[src/sfd_pkg.sv]
package sfd_pkg;

    // table geometry and count width
    localparam int TABLE_ENTRIES = 64;
    localparam int COUNT_BITS    = 16;
    localparam int IDX_BITS      = (TABLE_ENTRIES > 1) ? $clog2(TABLE_ENTRIES) : 1;
    localparam int USED_BITS     = $clog2(TABLE_ENTRIES + 1);
    localparam int CFG_IDX_BITS  = 8;

    localparam logic [USED_BITS-1:0]  ENTRIES_U = USED_BITS'(TABLE_ENTRIES);
    localparam logic [COUNT_BITS-1:0] COUNT_MAX = {COUNT_BITS{1'b1}};

    // header codes
    localparam logic [15:0] ETH_IPV4   = 16'h0800;
    localparam logic [15:0] ETH_ARP    = 16'h0806;
    localparam logic [7:0]  PROTO_TCP  = 8'd6;
    localparam logic [7:0]  PROTO_UDP  = 8'd17;
    localparam logic [7:0]  PROTO_ICMP = 8'd1;
    localparam int          FLAG_SYN_BIT = 1;
    localparam int          FLAG_ACK_BIT = 4;

    // register indexes
    localparam logic [CFG_IDX_BITS-1:0] CFG_SYNACK_MULT = CFG_IDX_BITS'(0);
    localparam logic [CFG_IDX_BITS-1:0] CFG_SYN_OFFSET  = CFG_IDX_BITS'(1);

    // sequencer to table
    typedef struct packed {
        logic [IDX_BITS-1:0]   rd_idx;
        logic                  wr_en;
        logic [IDX_BITS-1:0]   wr_idx;
        logic [31:0]           wr_addr;
        logic [COUNT_BITS-1:0] wr_tally;
        logic                  grow;
    } tbl_ctrl_t;

    // table to sequencer
    typedef struct packed {
        logic [31:0]           rd_addr;
        logic [COUNT_BITS-1:0] rd_tally;
        logic [USED_BITS-1:0]  used;
    } tbl_stat_t;

endpackage

[src/sfd_table.sv]
module sfd_table (
    input  logic               clk,
    input  logic               rst_n,
    input  sfd_pkg::tbl_ctrl_t ctrl,
    output sfd_pkg::tbl_stat_t stat
);
    import sfd_pkg::*;

    logic [31:0]           addr_mem  [TABLE_ENTRIES];
    logic [COUNT_BITS-1:0] tally_mem [TABLE_ENTRIES];
    logic [31:0]           rd_addr_reg;
    logic [COUNT_BITS-1:0] rd_tally_reg;
    logic [USED_BITS-1:0]  used_reg;

    // write port and registered read port
    always_ff @(posedge clk)
    begin
        if (ctrl.wr_en)
        begin
            addr_mem[ctrl.wr_idx]  <= ctrl.wr_addr;
            tally_mem[ctrl.wr_idx] <= ctrl.wr_tally;
        end
        rd_addr_reg  <= addr_mem[ctrl.rd_idx];
        rd_tally_reg <= tally_mem[ctrl.rd_idx];
    end

    // fill count; the detector matches no entry at or above it
    always_ff @(posedge clk or negedge rst_n)
    begin
        if (!rst_n)
        begin
            used_reg <= '0;
        end
        else if (ctrl.grow)
        begin
            used_reg <= used_reg + USED_BITS'(1);
        end
    end

    assign stat.rd_addr  = rd_addr_reg;
    assign stat.rd_tally = rd_tally_reg;
    assign stat.used     = used_reg;

endmodule

[config.mk]
export PLATFORM = sky130hd
export DESIGN_NAME = sfd_table
export DESIGN_NICKNAME = d
export VERILOG_FILES = /design/src/sfd_pkg.sv /design/src/sfd_table.sv
export SDC_FILE = /design/constraint.sdc
export NUM_CORES = 2
export LEC_CHECK = 0
export ABC_AREA = 1
export BUFFER_PORTS_ARGS = -buffer_cell sky130_fd_sc_hd__buf_4
export CORE_MARGIN = 5
export CORE_UTILIZATION = 40
export DETAILED_ROUTE_END_ITERATION = 6
export PLACE_DENSITY_LB_ADDON = 0.12
export RECOVER_POWER = 25
export SYNTH_ARGS = -nofsm -noshare
export SYNTH_HDL_FRONTEND = slang
export SYNTH_SLANG_ARGS = --single-unit
[constraint.sdc]
create_clock -name clk -period 2.35 [get_ports clk]
set_clock_uncertainty 0.15 [all_clocks]
set_input_delay 0.235 -clock clk [delete_from_list [all_inputs] [get_ports clk]]
set_output_delay 0.235 -clock clk [all_outputs]
set_load 0.01 [all_outputs]
==> run metrics <==
Core ar. just over 300,000 um2; IO Pins roughly 120; Adder-Cell Fraction of Synth Area 0.000101; post-CTS setup buffers 0; largest net degree at the start of global routing ~80; Power Dens Cells roughly 840 nW/um2; min Tclk post-route 2.25 ns; largest family of logic cells by synthesized area simple AND/OR/NAND/NOR gates; Hold Vio Cnt, Final 0; starting density of the core 0.402; antenna-violating nets left 0; crit path DAT 2.91 ns; Layout Cells excl Fill between 10,000 and 15,000; number of global-route vias before repair between 70,000 and 80,000; # rows slightly above 200; first-pass GRT wire length approximately 600,000 um; Inserted Clock Buffers 340; complex-gate fraction of the synthesized area 0.0000704; status finished with violations; H-tree levels 5; hold crit path type in -> reg; max frequency between 400 and 500 MHz; post-synthesis register bit count around 3,100; Synth warnings 0; Netlist Area Pre-Place 124,000 um2; layout cell share with drive strength beyond 1 0.114; largest cells by area after synthesis edfxtp_1, nand3_1, nand2_1; Clock Root Buffer clkbuf_16; IO Port Bufs 118; Worst R2R Setup Slack ~0.54 ns; Simple-Gate Fraction of Synth Area 0.219; crit-path max FO 35; worst hold slack 0.0748 ns; Die Area ~320,000 um2; required time worst endpoint around 3.0 ns; post-synthesis cell type count 24; Static Leak about 52 nW; initial antenna violation count 32; post-synth top area share 0.742; commonest cells after routing, fill and taps aside nand2_1, edfxtp_1, nand3_1; Final GP Congestion 0.822; WL final around 430,000 um; Setup violations, final 0; Die Y approximately 570 um; Slew headroom -0.0309; leading area contributor after synthesis edfxtp_1; DR WL/cell 28.8 um; CP most frequent cell nand3_1; clk_lat worst skew 0.95 ns; violated checks DRC, capacitance limit, slew limit; DR pass1 iterations 7; Place WS -0.0581 ns; Post-Place Cells ~14,000; DR vias/cell 5.58; clk sinks 3,127; CTS max path bufs 4; clock-pin transition on the worst setup and hold timing paths ~0.070 ns; grt ovf 0; worst slew pin tran around 1.5 ns; syn avg cell area 12.3 um2; fillcell total ~27,000; Nets ~11,000; RSZ-0062 raised after global routing no; via count roughly 83,000; total track usage 0.260; crit path capture type flop; Final Worst Setup Slack approximately 0.10 ns; commonest non-fill, non-tap cell in the layout nand2_1; crit start category input pin; Max Cap Viol 1; Crit Path Category in -> reg; CTS tree yes; final cell utilization of the core 0.474; Largest register FFs a little over 2,000; Final Slew Violations 65; Mapped Cells between 10,000 and 15,000; 1st-iter DRT viols a little under 10,000; Post-Synth XOR/XNOR Area 0.000352; fin crit share 0.956; sequential cell area fraction in the yosys report 0.751; Layout area overhead 17.9%; Largest stage delay, worst path about 0.56 ns; Design Area, Final approximately 150,000 um2; DRC viols 2; crit path max-delay cell type dlygate4sd3_1; Post-DP Area 135,000 um2; Die X approximately 570 um; worst vdd ir ~0.00058 V; mux cell area share after synthesis 0.0000905; syn nets 10,200; critical path, cell by cell dlygate4sd3_1 > buf_8 > inv_8 > buf_12 > buf_4 > nand3_1 > nand3_1 > nand3_1 > nand3_1 > nand2_1 > nand2_1 > nand2_1 > dlygate4sd3_1; dpl hpwl roughly 240,000 um
logic make-up after synthesis:
logic type      Yosys count
flops                  3127
simple gates           6307
compound gates            1
xor+xnor                  5
mux                       1
buf+inv                 684
fa+ha+maj                 1
stage by stage:
step	total power, mW	TNS [ns]
after CTS	124	0
after global routing	127	0
final	123	0
after detailed placement	71.2	-0.0581
after floorplan	67.1	-1336.73
after global placement	71.2	-0.0571
cell type report:
cell class | instances | area, um2 | share of cell area
multi-input cells | 6315 | 27800 | 0.190
clock buffers | 434 | 9110 | 0.0621
flip-flops and latches | 3127 | 93400 | 0.637
well taps | 4120 | 5150 | 0.0352
diodes | 14 | 35.0 | 0.000239
inverters | 13 | 95.1 | 0.000648
repair buffers | 730 | 9110 | 0.0621
clock inverters | 191 | 1910 | 0.0130
per-layer routing:
metal | track usage | vias to the layer above | wire, um
li1 | - | 37000 | -
met3 | 0.0388 | 659 | 31000
met1 | 0.366 | 42000 | 182000
met4 | 0.0833 | 6 | 14600
met2 | 0.417 | 3630 | 202000
met5 | 0 | - | 41
report_power, final:
part           leakage (nW)  switching (mW)  internal (mW)
Sequential             28.1           0.364           61.8
Clock                  5.38            22.6           30.6
Combinational          18.3            5.52           2.50
Yosys cell counts:
| cell type | instances |
|---|---|
| nand2_1 | 3369 |
| edfxtp_1 | 3072 |
| nand3_1 | 2862 |
| buf_2 | 356 |
| clkbuf_1 | 123 |
| buf_4 | 91 |
| nor2_1 | 66 |
| buf_1 | 61 |
| dfxtp_1 | 48 |
| buf_6 | 39 |
| inv_1 | 9 |
| nand4_1 | 8 |
| dfrtp_1 | 7 |
| xor2_1 | 4 |
| clkinv_1 | 2 |
| a41oi_1 | 1 |
| buf_8 | 1 |
| ha_1 | 1 |
| inv_2 | 1 |
| inv_4 | 1 |
| mux2_2 | 1 |
| nor3_1 | 1 |
| nor3b_1 | 1 |
| xnor2_1 | 1 |
path summary, 6_finish.rpt:
path | end | depth (start not counted) | start
max reg2reg | rd_addr_reg[4] | 9 | addr_mem[29][4]
min in group asynchronous | used_reg[6] | 3 | rst_n
min | tally_mem[24][12] | 4 | ctrl[52]
min reg2reg | used_reg[6] | 1 | used_reg[6]
max in group asynchronous | used_reg[4] | 3 | rst_n
max | rd_addr_reg[4] | 13 | ctrl[57]
worst max-delay path, delay by kind of cell:
kind | cells | cell delay (ns)
simple gates | 7 | 0.56
buf+inv | 6 | 2.01
repair_timing:
action,CTS,global route
setup endpoints to repair,6,0
hold endpoints to repair,3133,0
gates resized for setup,6,0
hold buffers,62,0
Power figures use the tool's default switching activity.
